===== src/hdl/tlph_pkg.sv =====
// Shared types and constants for the tank level percentage and alarm block.
package tlph_pkg;

  localparam int unsigned PctW      = 7;
  localparam int unsigned DivSteps  = PctW;
  localparam int unsigned StepCntW  = 3;
  localparam int unsigned CfgIdxW   = 2;

  localparam logic [PctW-1:0] PctFull  = PctW'(100);
  localparam logic [PctW-1:0] PctEmpty = '0;
  localparam int unsigned     Deadband = 5;

  localparam int unsigned EmptyReset = 300;
  localparam int unsigned FullReset  = 30;
  localparam logic [PctW-1:0] HighReset = PctW'(90);
  localparam logic [PctW-1:0] LowReset  = PctW'(10);

  typedef enum logic [CfgIdxW-1:0] {
    CFG_EMPTY = 2'd0,
    CFG_FULL  = 2'd1,
    CFG_HIGH  = 2'd2,
    CFG_LOW   = 2'd3
  } cfg_idx_e;

  typedef enum logic [1:0] {
    ALARM_IN   = 2'd0,
    ALARM_LOW  = 2'd1,
    ALARM_HIGH = 2'd2
  } alarm_e;

  typedef enum logic [1:0] {
    ST_IDLE  = 2'd0,
    ST_SCALE = 2'd1,
    ST_DIV   = 2'd2,
    ST_ALARM = 2'd3
  } state_e;

endpackage


===== src/hdl/tank_level_percent_hysteresis.sv =====
// Top level: distance to fill percentage with a three-state hysteresis alarm.
//
// Usage:
//   Configuration transactions on cfg_* set empty distance (index 0), full
//   distance (1), high threshold (2) and low threshold (3); cfg_ready_o is
//   always high. Write only while the block is idle.
//   One distance transaction on in_* gives one result transaction on out_*
//   carrying level_percent, alarm_state and went_out.
//   Steps: ST_SCALE registers (empty - distance) * 100; a distance strictly
//   between full and empty then goes to ST_DIV, a restoring divider that
//   retires one quotient bit per cycle through a single subtractor, and
//   then to ST_ALARM; any other distance goes from ST_SCALE to ST_ALARM.
//   A new distance is accepted only after the previous result has been
//   loaded for output; in_ready_o is high only while the sequencer is idle.
//   Stall: a finished result waits in the output register; the next input
//   is accepted and computed meanwhile, and the sequencer holds in its last
//   step until the output register is free.
//   Reset: control and configuration registers take their reset values, the
//   datapath is not reset; alarm goes in range, no result is pending.
module tank_level_percent_hysteresis #(
  parameter int unsigned DISTANCE_WIDTH = 13
) (
  input  logic                                clk_i,
  input  logic                                rst_ni,
  input  logic                                cfg_valid_i,
  output logic                                cfg_ready_o,
  input  logic [tlph_pkg::CfgIdxW-1:0]        cfg_index_i,
  input  logic [DISTANCE_WIDTH-1:0]           cfg_data_i,
  input  logic                                in_valid_i,
  output logic                                in_ready_o,
  input  logic [DISTANCE_WIDTH-1:0]           distance_cm_i,
  output logic                                out_valid_o,
  input  logic                                out_ready_i,
  output logic [tlph_pkg::PctW-1:0]           level_percent_o,
  output logic [1:0]                          alarm_state_o,
  output logic                                went_out_o
);

  localparam int unsigned ProdW = DISTANCE_WIDTH + tlph_pkg::PctW;
  localparam int unsigned PctW  = tlph_pkg::PctW;

  tlph_pkg::state_e state_q, state_d;

  logic [DISTANCE_WIDTH-1:0] empty_q, full_q, dist_q;
  logic [PctW-1:0]           high_q, low_q, level_q;
  logic [ProdW-1:0]          rem_q, dsh_q;
  logic [tlph_pkg::StepCntW-1:0] cnt_q;
  tlph_pkg::alarm_e          alarm_q, alarm_d;
  logic                      went_d;
  logic                      out_valid_q;
  logic                      in_fire, out_load, div_last, needs_div;

  logic [DISTANCE_WIDTH-1:0] num, den;
  logic [ProdW-1:0]          prod;
  logic [ProdW:0]            diff;
  logic [PctW:0]             low_ret, level_ext, high_ext;

  assign cfg_ready_o = 1'b1;
  assign in_fire     = in_valid_i & in_ready_o;
  assign div_last    = (cnt_q == tlph_pkg::StepCntW'(tlph_pkg::DivSteps - 1));
  assign needs_div   = (dist_q < empty_q) && (dist_q > full_q);

  assign num  = empty_q - dist_q;
  assign den  = empty_q - full_q;
  assign prod = ProdW'(num) * ProdW'(100);
  assign diff = {1'b0, rem_q} - {1'b0, dsh_q};

  // Next state
  always_comb begin
    state_d = state_q;
    case (state_q)
      tlph_pkg::ST_IDLE:  if (in_fire) state_d = tlph_pkg::ST_SCALE;
      tlph_pkg::ST_SCALE: state_d = needs_div ? tlph_pkg::ST_DIV : tlph_pkg::ST_ALARM;
      tlph_pkg::ST_DIV:   if (div_last) state_d = tlph_pkg::ST_ALARM;
      tlph_pkg::ST_ALARM: if (out_load) state_d = tlph_pkg::ST_IDLE;
      default:            state_d = tlph_pkg::ST_IDLE;
    endcase
  end

  // Control outputs
  always_comb begin
    in_ready_o = 1'b0;
    out_load   = 1'b0;
    case (state_q)
      tlph_pkg::ST_IDLE:  in_ready_o = 1'b1;
      tlph_pkg::ST_ALARM: out_load   = ~out_valid_q | out_ready_i;
      default: begin
        in_ready_o = 1'b0;
        out_load   = 1'b0;
      end
    endcase
  end

  // Alarm update
  assign level_ext = {1'b0, level_q};
  assign low_ret   = {1'b0, low_q} + (PctW + 1)'(tlph_pkg::Deadband);
  assign high_ext  = {1'b0, high_q};

  always_comb begin
    alarm_d = alarm_q;
    went_d  = 1'b0;
    case (alarm_q)
      tlph_pkg::ALARM_LOW: begin
        if (level_ext > low_ret) alarm_d = tlph_pkg::ALARM_IN;
      end
      tlph_pkg::ALARM_HIGH: begin
        if (level_ext + (PctW + 1)'(tlph_pkg::Deadband) < high_ext)
          alarm_d = tlph_pkg::ALARM_IN;
      end
      default: begin
        alarm_d = tlph_pkg::ALARM_IN;
        if (level_q >= high_q) begin
          alarm_d = tlph_pkg::ALARM_HIGH;
          went_d  = 1'b1;
        end else if (level_q <= low_q) begin
          alarm_d = tlph_pkg::ALARM_LOW;
          went_d  = 1'b1;
        end
      end
    endcase
  end

  always_ff @(posedge clk_i or negedge rst_ni) begin
    if (!rst_ni) begin
      state_q     <= tlph_pkg::ST_IDLE;
      alarm_q     <= tlph_pkg::ALARM_IN;
      out_valid_q <= 1'b0;
      empty_q     <= DISTANCE_WIDTH'(tlph_pkg::EmptyReset);
      full_q      <= DISTANCE_WIDTH'(tlph_pkg::FullReset);
      high_q      <= tlph_pkg::HighReset;
      low_q       <= tlph_pkg::LowReset;
      cnt_q       <= '0;
    end else begin
      state_q <= state_d;
      if (cfg_valid_i) begin
        case (cfg_index_i)
          tlph_pkg::CFG_EMPTY: empty_q <= cfg_data_i;
          tlph_pkg::CFG_FULL:  full_q  <= cfg_data_i;
          tlph_pkg::CFG_HIGH:  high_q  <= cfg_data_i[PctW-1:0];
          tlph_pkg::CFG_LOW:   low_q   <= cfg_data_i[PctW-1:0];
          default:             empty_q <= empty_q;
        endcase
      end
      if (out_load) begin
        alarm_q     <= alarm_d;
        out_valid_q <= 1'b1;
      end else if (out_ready_i) begin
        out_valid_q <= 1'b0;
      end
      if (state_q == tlph_pkg::ST_SCALE) begin
        cnt_q <= '0;
      end else if (state_q == tlph_pkg::ST_DIV) begin
        cnt_q <= cnt_q + 1'b1;
      end
    end
  end

  // Datapath
  always_ff @(posedge clk_i) begin
    if (in_fire) begin
      dist_q <= distance_cm_i;
    end
    if (state_q == tlph_pkg::ST_SCALE) begin
      rem_q   <= prod;
      dsh_q   <= ProdW'(den) << (PctW - 1);
      level_q <= (dist_q >= empty_q) ? tlph_pkg::PctEmpty : tlph_pkg::PctFull;
    end
    if (state_q == tlph_pkg::ST_DIV) begin
      if (!diff[ProdW]) begin
        rem_q <= diff[ProdW-1:0];
      end
      dsh_q   <= dsh_q >> 1;
      level_q <= (cnt_q == '0) ? PctW'(~diff[ProdW]) : {level_q[PctW-2:0], ~diff[ProdW]};
    end
    if (out_load) begin
      level_percent_o <= level_q;
      alarm_state_o   <= alarm_d;
      went_out_o      <= went_d;
    end
  end

  assign out_valid_o = out_valid_q;

endmodule


===== config.mk =====
export PLATFORM = sky130hd
export DESIGN_NAME = tank_level_percent_hysteresis
export DESIGN_NICKNAME = d
export VERILOG_FILES = /design/src/hdl/tlph_pkg.sv /design/src/hdl/tank_level_percent_hysteresis.sv
export SDC_FILE = /design/constraint.sdc
export NUM_CORES = 1
export LEC_CHECK = 0
export BUFFER_PORTS_ARGS = -buffer_cell sky130_fd_sc_hd__buf_2
export CAP_MARGIN = 20
export CORE_UTILIZATION = 50
export CTS_BUF_LIST = sky130_fd_sc_hd__clkbuf_8
export DETAILED_ROUTE_END_ITERATION = 12
export PLACE_DENSITY = 0.7
export REMOVE_ABC_BUFFERS = 1
export SKIP_CTS_REPAIR_TIMING = 1
export SYNTH_ARGS = -nofsm -noshare
export SYNTH_HDL_FRONTEND = slang
export SYNTH_SLANG_ARGS = --single-unit

===== constraint.sdc =====
create_clock -name clk_i -period 4.4 [get_ports clk_i]
set_clock_uncertainty 0.1 [all_clocks]
set_input_delay 0 -clock clk_i [delete_from_list [all_inputs] [get_ports clk_i]]
set_output_delay 0 -clock clk_i [all_outputs]
set_load 0.01 [all_outputs]

Word level (Yosys, flattened, before mapping)
Cells that the tools add are included.

Flip-flop bits (word level): 117. Input port bits: 33. Logic and storage cells: 86.

Add/sub/neg operators: 6. $mul: 1. Magnitude comparators: 7. Equality and inequality tests: 12. Multiplexer cells: 27. Bitwise operators: 5. Reductions and logical operators: 12.

Operator list (number): 2-to-1 mux 20 bit (3); 2-to-1 mux 7 bit (4); subtractor 13 bit (2); subtractor 20 x 19 -> 21 bit (1); 2-to-1 mux 19 bit (1); multiplier 13 x 5 -> 18 bit, second input constant (1); 2-to-1 mux 18 bit (1); adder 7 x 3 -> 8 bit, second input constant (2); >= comparator 13 bit (1); > comparator 13 bit (1); < comparator 13 bit (1); 2-to-1 mux 2 bit (6); equality test 2 bit, second input constant (5); > comparator 7 x 8 -> 1 bit (1); < comparator 8 x 7 -> 1 bit (1); 2-to-1 mux 1 bit (8); case mux 2 bit (4 select lines) (1); AND reduction 2 bit (4); >= comparator 7 bit (1); less-or-equal comparator 7 bit (1); inverter 1 -> 7 bit (1); equality test 2 x 1 -> 1 bit, second input constant (3); 2-to-1 mux 3 bit (2); != test 2 bit, second input constant (3); 12 further kinds (15).

Depth between registers and ports, before layout
Gate-level depths: netlist (run 1).

Depth after elaboration: 5. Gate-level depth with buffers: 24.

Worst setup path after synthesis (run 1)
No wires, ideal clock.

Path kind: reg-to-reg. Start: register empty_q[1]. End: register rem_q[19]. Library setup time: 0.129 ns. Arrival time: 4.547 ns. Data required time: 4.171 ns. Slack: -0.376 ns. Cell stages (with the launch flop): 23. Buffers on the path: 0. Cells stage by stage: dfrtp_1 -> ha_1 -> a21o_1 -> a21o_1 -> a21oi_1 -> o21bai_1 -> a21o_1 -> a21o_1 -> xor2_1 -> ha_1 -> ha_1 -> inv_1 -> fa_1 -> inv_1 -> ha_1 -> a21o_1 -> a21o_1 -> a21oi_1 -> o21a_1 -> a21oi_1 -> a31oi_1 -> xor2_1 -> o211ai_1.

Word-level cells in the longest chain between the ends: 5.

Ends and longest elaborated chain: start: declaration (RTL line tank_level_percent_hysteresis.sv:44) `logic [DISTANCE_WIDTH-1:0] empty_q, full_q, dist_q;`; start signal: assignment (RTL line tank_level_percent_hysteresis.sv:128) `empty_q <= DISTANCE_WIDTH'(tlph_pkg::EmptyReset);`; start signal: assignment (RTL line tank_level_percent_hysteresis.sv:137) `tlph_pkg::CFG_EMPTY: empty_q <= cfg_data_i;`; start signal: assignment (RTL line tank_level_percent_hysteresis.sv:141) `default: empty_q <= empty_q;`; subtractor 13 bit * (RTL line tank_level_percent_hysteresis.sv:63) `assign num = empty_q - dist_q;`; multiplier 13 x 5 -> 18 bit * (RTL line tank_level_percent_hysteresis.sv:65) `assign prod = ProdW'(num) * ProdW'(100);`; 2-to-1 mux 20 bit * (RTL line tank_level_percent_hysteresis.sv:163) `if (state_q == tlph_pkg::ST_SCALE) begin`; 2-to-1 mux 20 bit (RTL line tank_level_percent_hysteresis.sv:169) `if (!diff[ProdW]) begin`; 2-to-1 mux 20 bit * (RTL line tank_level_percent_hysteresis.sv:168) `if (state_q == tlph_pkg::ST_DIV) begin`; end signal: assignment (RTL line tank_level_percent_hysteresis.sv:164) `rem_q <= prod;`; end signal: assignment (RTL line tank_level_percent_hysteresis.sv:170) `rem_q <= diff[ProdW-1:0];`; end: declaration (RTL line tank_level_percent_hysteresis.sv:46) `logic [ProdW-1:0] rem_q, dsh_q;`.

Every way passes the cells marked *; elsewhere a longest branch is shown, timed or not. A chain may end at the register's enable or synchronous reset.

Worst setup path after layout (run 1)
Start: register empty_q[1]. End: register rem_q[17].

Same word-level chain as after synthesis.

==> results of run 1 <==
==> how the worst max path moves through the flow <==
stage / from / cells past startpoint / slack [ns] / end
2_1_floorplan: empty_q[1] / 22 / -0.37 / rem_q[19]
5_1_grt: empty_q[0] / 24 / -0.54 / rem_q[19]
3_3_place_gp: empty_q[0] / 23 / -0.40 / rem_q[19]
6_report: empty_q[1] / 22 / -0.30 / rem_q[17]
4_1_cts: empty_q[0] / 23 / -0.53 / rem_q[19]
3_5_place_dp: empty_q[0] / 23 / -0.52 / rem_q[19]
==> stage by stage <==
| stage | hold WS (ns) | util | std cells | setup slack [ns] |
|---|---|---|---|---|
| floorplan | -0.396 | - | 890 | -0.373 |
| global placement | 0.0431 | 0.564 | 1218 | -0.401 |
| detailed placement | 0.0456 | 0.564 | 1218 | -0.515 |
| CTS | -0.456 | 0.587 | 1250 | -0.529 |
| global route | 0.0197 | 0.632 | 1289 | -0.535 |
| finish | -0.0142 | 0.632 | 1289 | -0.301 |
==> state kept, by name, summed over array words and instances (netlist names), 2 cells and up <==
| name | flops |
|---|---|
| dsh_q | 19 |
| rem_q | 20 |
| full_q | 13 |
| level_q | 7 |
| alarm_q | 2 |
| high_q | 7 |
| cnt_q | 3 |
| low_q | 7 |
| dist_q | 13 |
| level_percent_o | 7 |
| empty_q | 13 |
| alarm_state_o | 2 |
| state_q | 2 |
==> critical path: stages, from the launching register on <==
cell and delay, ns:
dfrtp_1 0.43, buf_4 0.17, fa_2 0.38, a21o_1 0.19
a21oi_2 0.15, o21bai_1 0.11, a21oi_2 0.17, buf_4 0.14
xnor2_2 0.07, ha_1 0.35, ha_4 0.28, inv_2 0.03
fa_1 0.51, inv_2 0.05, ha_4 0.21, a21o_1 0.17
a21o_1 0.17, a21oi_1 0.19, o21a_1 0.19, a21oi_2 0.08
xnor2_1 0.14, a211o_1 0.28, o21ai_0 0.07
==> logic make-up after synthesis <==
family | Yosys count | synth area share
AO/OA/AOI/OAI | 233 | 0.165
AND/OR/NAND/NOR | 163 | 0.0927
adder cells (fa/ha/maj) | 150 | 0.220
buffers and inverters | 135 | 0.0594
flip-flops | 117 | 0.346
XOR/XNOR | 60 | 0.0589
multiplexers | 47 | 0.0582
other | 1 | 0.000420
==> routing by layer <==
layer	vias up	global-route usage	wire length, um
li1	3501	-	-
met1	3386	0.309	9990
met2	106	0.355	10200
met3	27	0.0378	614
met4	0	0.0693	261
met5	-	0	0
==> layout make-up <==
cell class	count	area [sq um]
repair buffers	142	1040
flip-flops and latches	117	3090
well taps	225	282
fillers	1328	6380
multi-input cells	654	5720
clock inverters	15	154
inverters	119	449
clock buffers	17	234
==> cell usage after synthesis, drive strengths merged, types with 7 or more instances <==
cell    instances
dfrtp          34
nand3          16
a211oi         10
ha            139
nor2           29
o21ai          60
fa             11
inv           119
nor2b          12
dfxtp          20
nand4           7
nand2b         13
dfstp          14
mux2           39
o21a           13
nand2          50
edfxtp         49
a21o           26
buf             9
a21oi          73
mux2i           8
clkbuf          7
xnor2          32
and2            8
xor2           28
==> impl_metrics.tcl, run 1 <==
set metrics [dict create \
    status "complete, but fails checks" \
    violations "hold timing, setup timing" \
    nets 1234 \
    period_share 1.07 \
    drv_slew 0 \
    grt.overflow.total 0 \
    yosysTopAreaCell "ha_1" \
    synth_seq_cells 117 \
    avgSynthCellArea_sq_um 9.85 \
    synthCells 906 \
    row_count 48 \
    hp-class "input pin to register" \
    final.setup.worst_slack_ns -0.301 \
    synth_edf_count 49 \
    h-tree-depth 4 \
    die_w_um 136 \
    synthToLayoutAreaGrowth_pct 22.9 \
    hold_ws_ns -0.0142 \
    die_height_um 136 \
    dp_hpwl_mm 14.7 \
    worst-r2r-setup-slack_ns -0.30 \
    vias_per_cell 5.45 \
    io_pins 46 \
    clock_latency_ns 0.46 \
    max-slew-margin-rel 0.447 \
    holdCritStartpoint "cfg_index_i[1]" \
    maxCapViolCount 0 \
    final_common_cell "ha_1" \
    reg2regPathDepth 22 \
    globalplace.congestion 0.833 \
    placed_area_sq_mm 0.00979 \
    insertedDiodeCount 0 \
    r2r_end "rem_q[17]" \
    clk_pin_slew_ns 0.09 \
    final_cell_area_sq_mm 0.0110 \
    initial_core_util 0.514 \
    hold_violations 1 \
    grt_max_degree 49 \
    cts_tree "yes" \
    rsz0062_at_grt "yes" \
    synth_warnings 0 \
    place.port_buffers 44 \
    wl_mm 21.0 \
    ys_types 65 \
    cts_root_buf "clkbuf_8" \
    cts_buffers 17 \
    finalSetupViolCount 5 \
    whs_endpoint "empty_q[1]" \
    firstDrtPassIters 4 \
    clock_sinks 117 \
    drc 0 \
    synth_flop_cell "edfxtp_1" \
    avgRoutedWirePerCell_um 16.3 \
    max_freq_mhz 213 \
    synthTopCellsByArea "ha_1 (19%), edfxtp_1 (16%), dfrtp_1 (9.5%)" \
    whs_path_depth 4 \
    mostFrequentLayoutCells "ha_1 (120), inv_1 (108), buf_4 (66)" \
    drive_gt1_frac 0.252 \
    period_needed_ns 4.70 \
    endpoint_kind "register" \
    cp_max_fo 3 \
    dieArea_sq_mm 0.0184 \
    antenna_found_initial 0 \
    synth_seq_area_share 0.346 \
    critPathArrivalTime_ns 4.99 \
    first_global_vias 6641 \
    finalSetupTns_ns -1.04 \
    timing.rr.start "empty_q[1]" \
    syn_area_sq_mm 0.00893 \
    ant_nets 0 \
    vias 7020 \
    required_ns 4.69 \
    synth-async-reset-ratio 0.410 \
    cts_buffer_depth 2 \
    core_sq_mm 0.0174 \
    track_usage 0.223 \
    start_kind "register" \
    grt_pass1_wl_mm 32.0 \
    worst_slew_pin_slew_ns 0.830 \
    crit_type "register to register" \
    yosysTopAreaCellShare 0.195 \
    drtIter0Drc 387 \
]
Power of run 1 is not shown: default switching activity piles up to over one toggle a cycle in this logic, so the estimate is an artifact.
==> inputs of run 2 (changes only) <==
BUFFER_PORTS_ARGS = -buffer_cell sky130_fd_sc_hd__clkbuf_2   (was -buffer_cell sky130_fd_sc_hd__buf_2)
==> run 2 against run 1 <==
The run ends with setup timing left; via count down 0.31%; register-to-register slack gained 0.14 ns; die area is the same; design area is 0.74% higher; hold slack better by 0.020 ns; clock-buffer cell count unchanged; sequential share of layout area decreased by 0.21 points; non-clock buffer count rose by 2; utilization increased by 0.47 points; flip-flop and latch count stayed put; worst setup slack better by 0.14 ns; largest cell class unchanged.
==> impl_metrics.tcl, run 2 (synthesis gave the netlist of run 1 again) <==
set metrics [dict create \
    insertedDiodeCount 0 \
    die_w_um 136 \
    dp_cells 1218 \
    path_common_cell "a21oi_2" \
    h-tree-depth 4 \
    endpoint_kind "register" \
    whs_path_depth 4 \
    cp_max_fo 3 \
    first_global_vias 6557 \
    hold_violations 0 \
    finalSetupViolCount 5 \
    cts_buffers 17 \
    max_freq_mhz 219 \
    track_usage 0.219 \
    final.setup.worst_slack_ns -0.165 \
    core_sq_mm 0.0174 \
    start_kind "register" \
    path_cells "buf_6 -> fa_2 -> a21o_1 -> a21oi_2 -> o21bai_1 -> a21oi_2 -> buf_4 -> xnor2_4 -> buf_6 -> ha_4 -> ha_4 -> inv_2 -> fa_1 -> inv_2 -> ha_4 -> a21o_1 -> a21o_1 -> a21oi_2 -> o21a_1 -> a21oi_2 -> a31oi_1 -> xor2_1 -> o211ai_1" \
    period_needed_ns 4.56 \
    grt_max_degree 49 \
    cts_tree "yes" \
    vias_per_cell 5.42 \
    violations "setup timing" \
    dieArea_sq_mm 0.0184 \
    fillers 1300 \
    mostFrequentLayoutCells "ha_1 (116), inv_1 (109), buf_4 (68)" \
    cts_root_buf "clkbuf_8" \
    hp-class "input pin to register" \
    worst_slew_pin_slew_ns 0.797 \
    critPathArrivalTime_ns 4.81 \
    reg.largest.list "rem_q: 20 flops, dsh_q: 19 flops" \
    io_pins 46 \
    clk_pin_slew_ns 0.08 \
    avgRoutedWirePerCell_um 16.0 \
    reg2regPathDepth 23 \
    place_ws_ns -0.498 \
    final_common_cell "ha_1" \
    drv_slew 0 \
    dp_hpwl_mm 14.4 \
    status "complete, but fails checks" \
    row_count 48 \
    wl_mm 20.7 \
    cts_buffer_depth 2 \
    firstDrtPassIters 5 \
    drive_gt1_frac 0.261 \
    nets 1236 \
    largest_register "rem_q" \
    drc 0 \
    largest_reg_flops 20 \
    ant_nets 0 \
    crit_type "register to register" \
    critPathMaxStageDelay_ns 0.48 \
    initial_core_util 0.514 \
    slowest_stage "fa_1" \
    antenna_found_initial 0 \
    max-slew-margin-rel 0.467 \
    globalplace.congestion 0.826 \
    grt_pass1_wl_mm 31.5 \
    required_ns 4.64 \
    clock_sinks 117 \
    fin_cells 1291 \
    drtIter0Drc 380 \
    place.port_buffers 44 \
    synthToLayoutAreaGrowth_pct 23.8 \
    rsz0062_at_grt "yes" \
    die_height_um 136 \
    grt.overflow.total 0 \
    vias 6998 \
    clock_latency_ns 0.46 \
    period_share 1.04 \
    maxCapViolCount 0 \
]
==> run 2: cell types whose count changed in the layout (fill, tap and decap cells not counted), sizes merged <==
cell      change
clkinvlp      -1
buf          -42
clkinv        -1
inv           +2
clkbuf       +44
==> run 2: worst max-delay path: cells and delay by family (launching register included) <==
family | cells | cell delay [ns]
compound gates | 11 | 1.62
xor+xnor | 2 | 0.31
flops | 1 | 0.44
fa+ha+maj | 5 | 1.46
buf+inv | 5 | 0.50
==> run 2: area by class of cell <==
| type | instances | area (sq um) | area share |
|---|---|---|---|
| Multi-Input combinational cell | 654 | 5780 | 0.523 |
| Sequential cell | 117 | 3090 | 0.280 |
| Timing Repair Buffer | 144 | 1050 | 0.0954 |
| Inverter | 119 | 452 | 0.0409 |
| Tap cell | 225 | 282 | 0.0255 |
| Clock buffer | 17 | 234 | 0.0212 |
| Clock inverter | 15 | 158 | 0.0143 |
==> run 2: through the flow <==
step	TNS [ns]	util	area [sq um]	hold slack, ns
after floorplan	-1.38	-	8840	-0.396
after global placement	-2.03	0.564	9790	0.0475
after detailed placement	-2.46	0.564	9790	0.0566
after CTS	-2.77	0.587	10200	-0.443
after global routing	-1.87	0.637	11100	0.0255
final	-0.563	0.637	11100	0.00623
==> run 2: path summary, 6_finish.rpt <==
check | slack (ns) | end | start
setup / recovery | -0.16 | rem_q[19] | empty_q[1]
min in group asynchronous | 0.10 | empty_q[11] | rst_ni
hold reg to reg | 0.41 | full_q[10] | full_q[10]
setup reg to reg | -0.16 | rem_q[19] | empty_q[1]
max in group asynchronous | 3.64 | alarm_q[1] | rst_ni
hold / removal | 0.006 | empty_q[0] | cfg_index_i[1]
==> run 2: routing by layer <==
metal / routed length, um / up-vias / part of all wire / global-route usage
li1: - / 3509 / - / -
met1: 9950 / 3340 / 0.48 / 0.303
met2: 9850 / 121 / 0.48 / 0.349
met3: 572 / 28 / 0.028 / 0.0340
met4: 299 / 0 / 0.014 / 0.0724
met5: 0 / - / 0 / 0
Power of run 2 is left out for the same reason.
==> inputs of run 3 (changes only) <==
==> constraint.sdc (replaced) <==
create_clock -name clk_i -period 4.4 [get_ports clk_i]
set_clock_uncertainty 0.1 [all_clocks]
set_input_delay 1.1 -clock clk_i [delete_from_list [all_inputs] [get_ports clk_i]]
set_output_delay 1.1 -clock clk_i [all_outputs]
set_load 0.01 [all_outputs]
==> run 3 against run 2 <==
The run still ends with setup timing left; global-route usage up 0.51 points; hold slack better by 0.34 ns; flip-flop and latch count unchanged; die area unchanged; via count down 0.79%; clock-buffer cell count unchanged; worst setup slack worse by 0.14 ns; wire length down 0.52%; critical path type unchanged; critical endpoint is now rem_q[16].
==> impl_metrics.tcl, run 3 (synthesis gave the netlist of run 1 again) <==
set metrics [dict create \
    status "complete, but fails checks" \
    violations "setup timing" \
    drive_gt1_frac 0.267 \
    max_freq_mhz 212 \
    endpoint_kind "register" \
    insertedDiodeCount 0 \
    dp_hpwl_mm 14.7 \
    h-tree-depth 4 \
    clock_sinks 117 \
    period_needed_ns 4.71 \
    final_cell_area_sq_mm 0.0107 \
    cts_root_buf "clkbuf_8" \
    worst-r2r-setup-slack_ns -0.31 \
    die_w_um 136 \
    maxCapViolCount 0 \
    final.setup.worst_slack_ns -0.308 \
    drtIter0Drc 324 \
    r2r_end "rem_q[16]" \
    reg2regPathDepth 23 \
    required_ns 4.64 \
    firstDrtPassIters 5 \
    fillers 1381 \
    cts_tree "yes" \
    reg.largest.list "rem_q: 20 flops, dsh_q: 19 flops" \
    die_height_um 136 \
    globalplace.congestion 0.842 \
    crit_type "register to register" \
    cts_buffer_depth 2 \
    nets 1212 \
    cp_max_fo 3 \
    io_pins 46 \
    drv_slew 0 \
    period_share 1.07 \
    final_common_cell "ha_1" \
    critPathArrivalTime_ns 4.95 \
    finalSetupViolCount 8 \
    largest_reg_flops 20 \
    track_usage 0.225 \
    row_count 48 \
    dieArea_sq_mm 0.0184 \
    core_sq_mm 0.0174 \
    grt_pass1_wl_mm 32.3 \
    start_kind "register" \
    rsz0062_at_grt "yes" \
    wl_mm 20.6 \
    drc 0 \
    synthToLayoutAreaGrowth_pct 20.3 \
    worst_slew_pin_slew_ns 0.748 \
    timing.rr.start "empty_q[0]" \
    max-slew-margin-rel 0.500 \
    grt_max_degree 43 \
    cts_buffers 17 \
    initial_core_util 0.514 \
    place_ws_ns -0.511 \
    avgRoutedWirePerCell_um 16.2 \
    hp-class "input pin to asynchronous set/reset pin" \
    largest_register "rem_q" \
    place.port_buffers 44 \
    grt.overflow.total 0 \
    finalSetupTns_ns -1.28 \
    hold_violations 0 \
    vias 6943 \
    clock_latency_ns 0.46 \
    clk_pin_slew_ns 0.09 \
    antenna_found_initial 0 \
    mostFrequentLayoutCells "ha_1 (120), inv_1 (110), buf_4 (72)" \
    placed_area_sq_mm 0.00979 \
    first_global_vias 6784 \
    vias_per_cell 5.48 \
    ant_nets 0 \
]
## run 3: through the flow
stage | cells | util | hold WS (ns)
6_report | 1267 | 0.618 | 0.350
5_1_grt | 1267 | 0.618 | 0.341
4_1_cts | 1250 | 0.586 | 0.413
3_5_place_dp | 1218 | 0.564 | 0.394
3_3_place_gp | 1218 | 0.564 | 0.388
2_1_floorplan | 890 | - | 0.379
## run 3: layer usage
layer,up-vias,GRT usage,wire length [um]
met5,-,0,0
met4,0,0.0868,498
met3,39,0.0389,749
met2,132,0.359,9780
met1,3317,0.302,9540
li1,3455,-,-
## run 3: worst max-delay path by stage
stage                from         to  slack (ns)
2_1_floorplan  empty_q[1]  rem_q[19]       -0.37
3_3_place_gp   empty_q[0]  rem_q[19]       -0.42
3_5_place_dp   empty_q[0]  rem_q[19]       -0.51
4_1_cts        empty_q[0]  rem_q[16]       -0.54
5_1_grt        empty_q[0]  rem_q[16]       -0.51
6_report       empty_q[0]  rem_q[16]       -0.31
## run 3: area by class of cell
class | count | area (sq um) | area share
clock buffer | 17 | 234 | 0.0218
clock inverter | 15 | 144 | 0.0134
inverter | 119 | 449 | 0.0418
multi-input combinational | 654 | 5720 | 0.533
sequential | 117 | 3090 | 0.288
tap | 225 | 282 | 0.0262
timing repair buffer | 120 | 815 | 0.0759
## run 3: critical path: stages (launching register included)
cell and delay [ns]:
dfrtp_1 0.38, inv_2 0.08, ha_4 0.13, inv_2 0.04, fa_2 0.35, a21o_1 0.19, a21oi_2 0.14, o21bai_1 0.10
a21oi_2 0.19, buf_4 0.16, xnor2_2 0.07, ha_1 0.34, ha_4 0.28, inv_2 0.03, fa_1 0.52, inv_2 0.06
ha_4 0.22, a21o_1 0.17, a31o_2 0.26, a211oi_2 0.24, xor2_1 0.19, nor2_1 0.07, a211oi_1 0.22, a21oi_1 0.06
Power of run 3 is left out for the same reason.
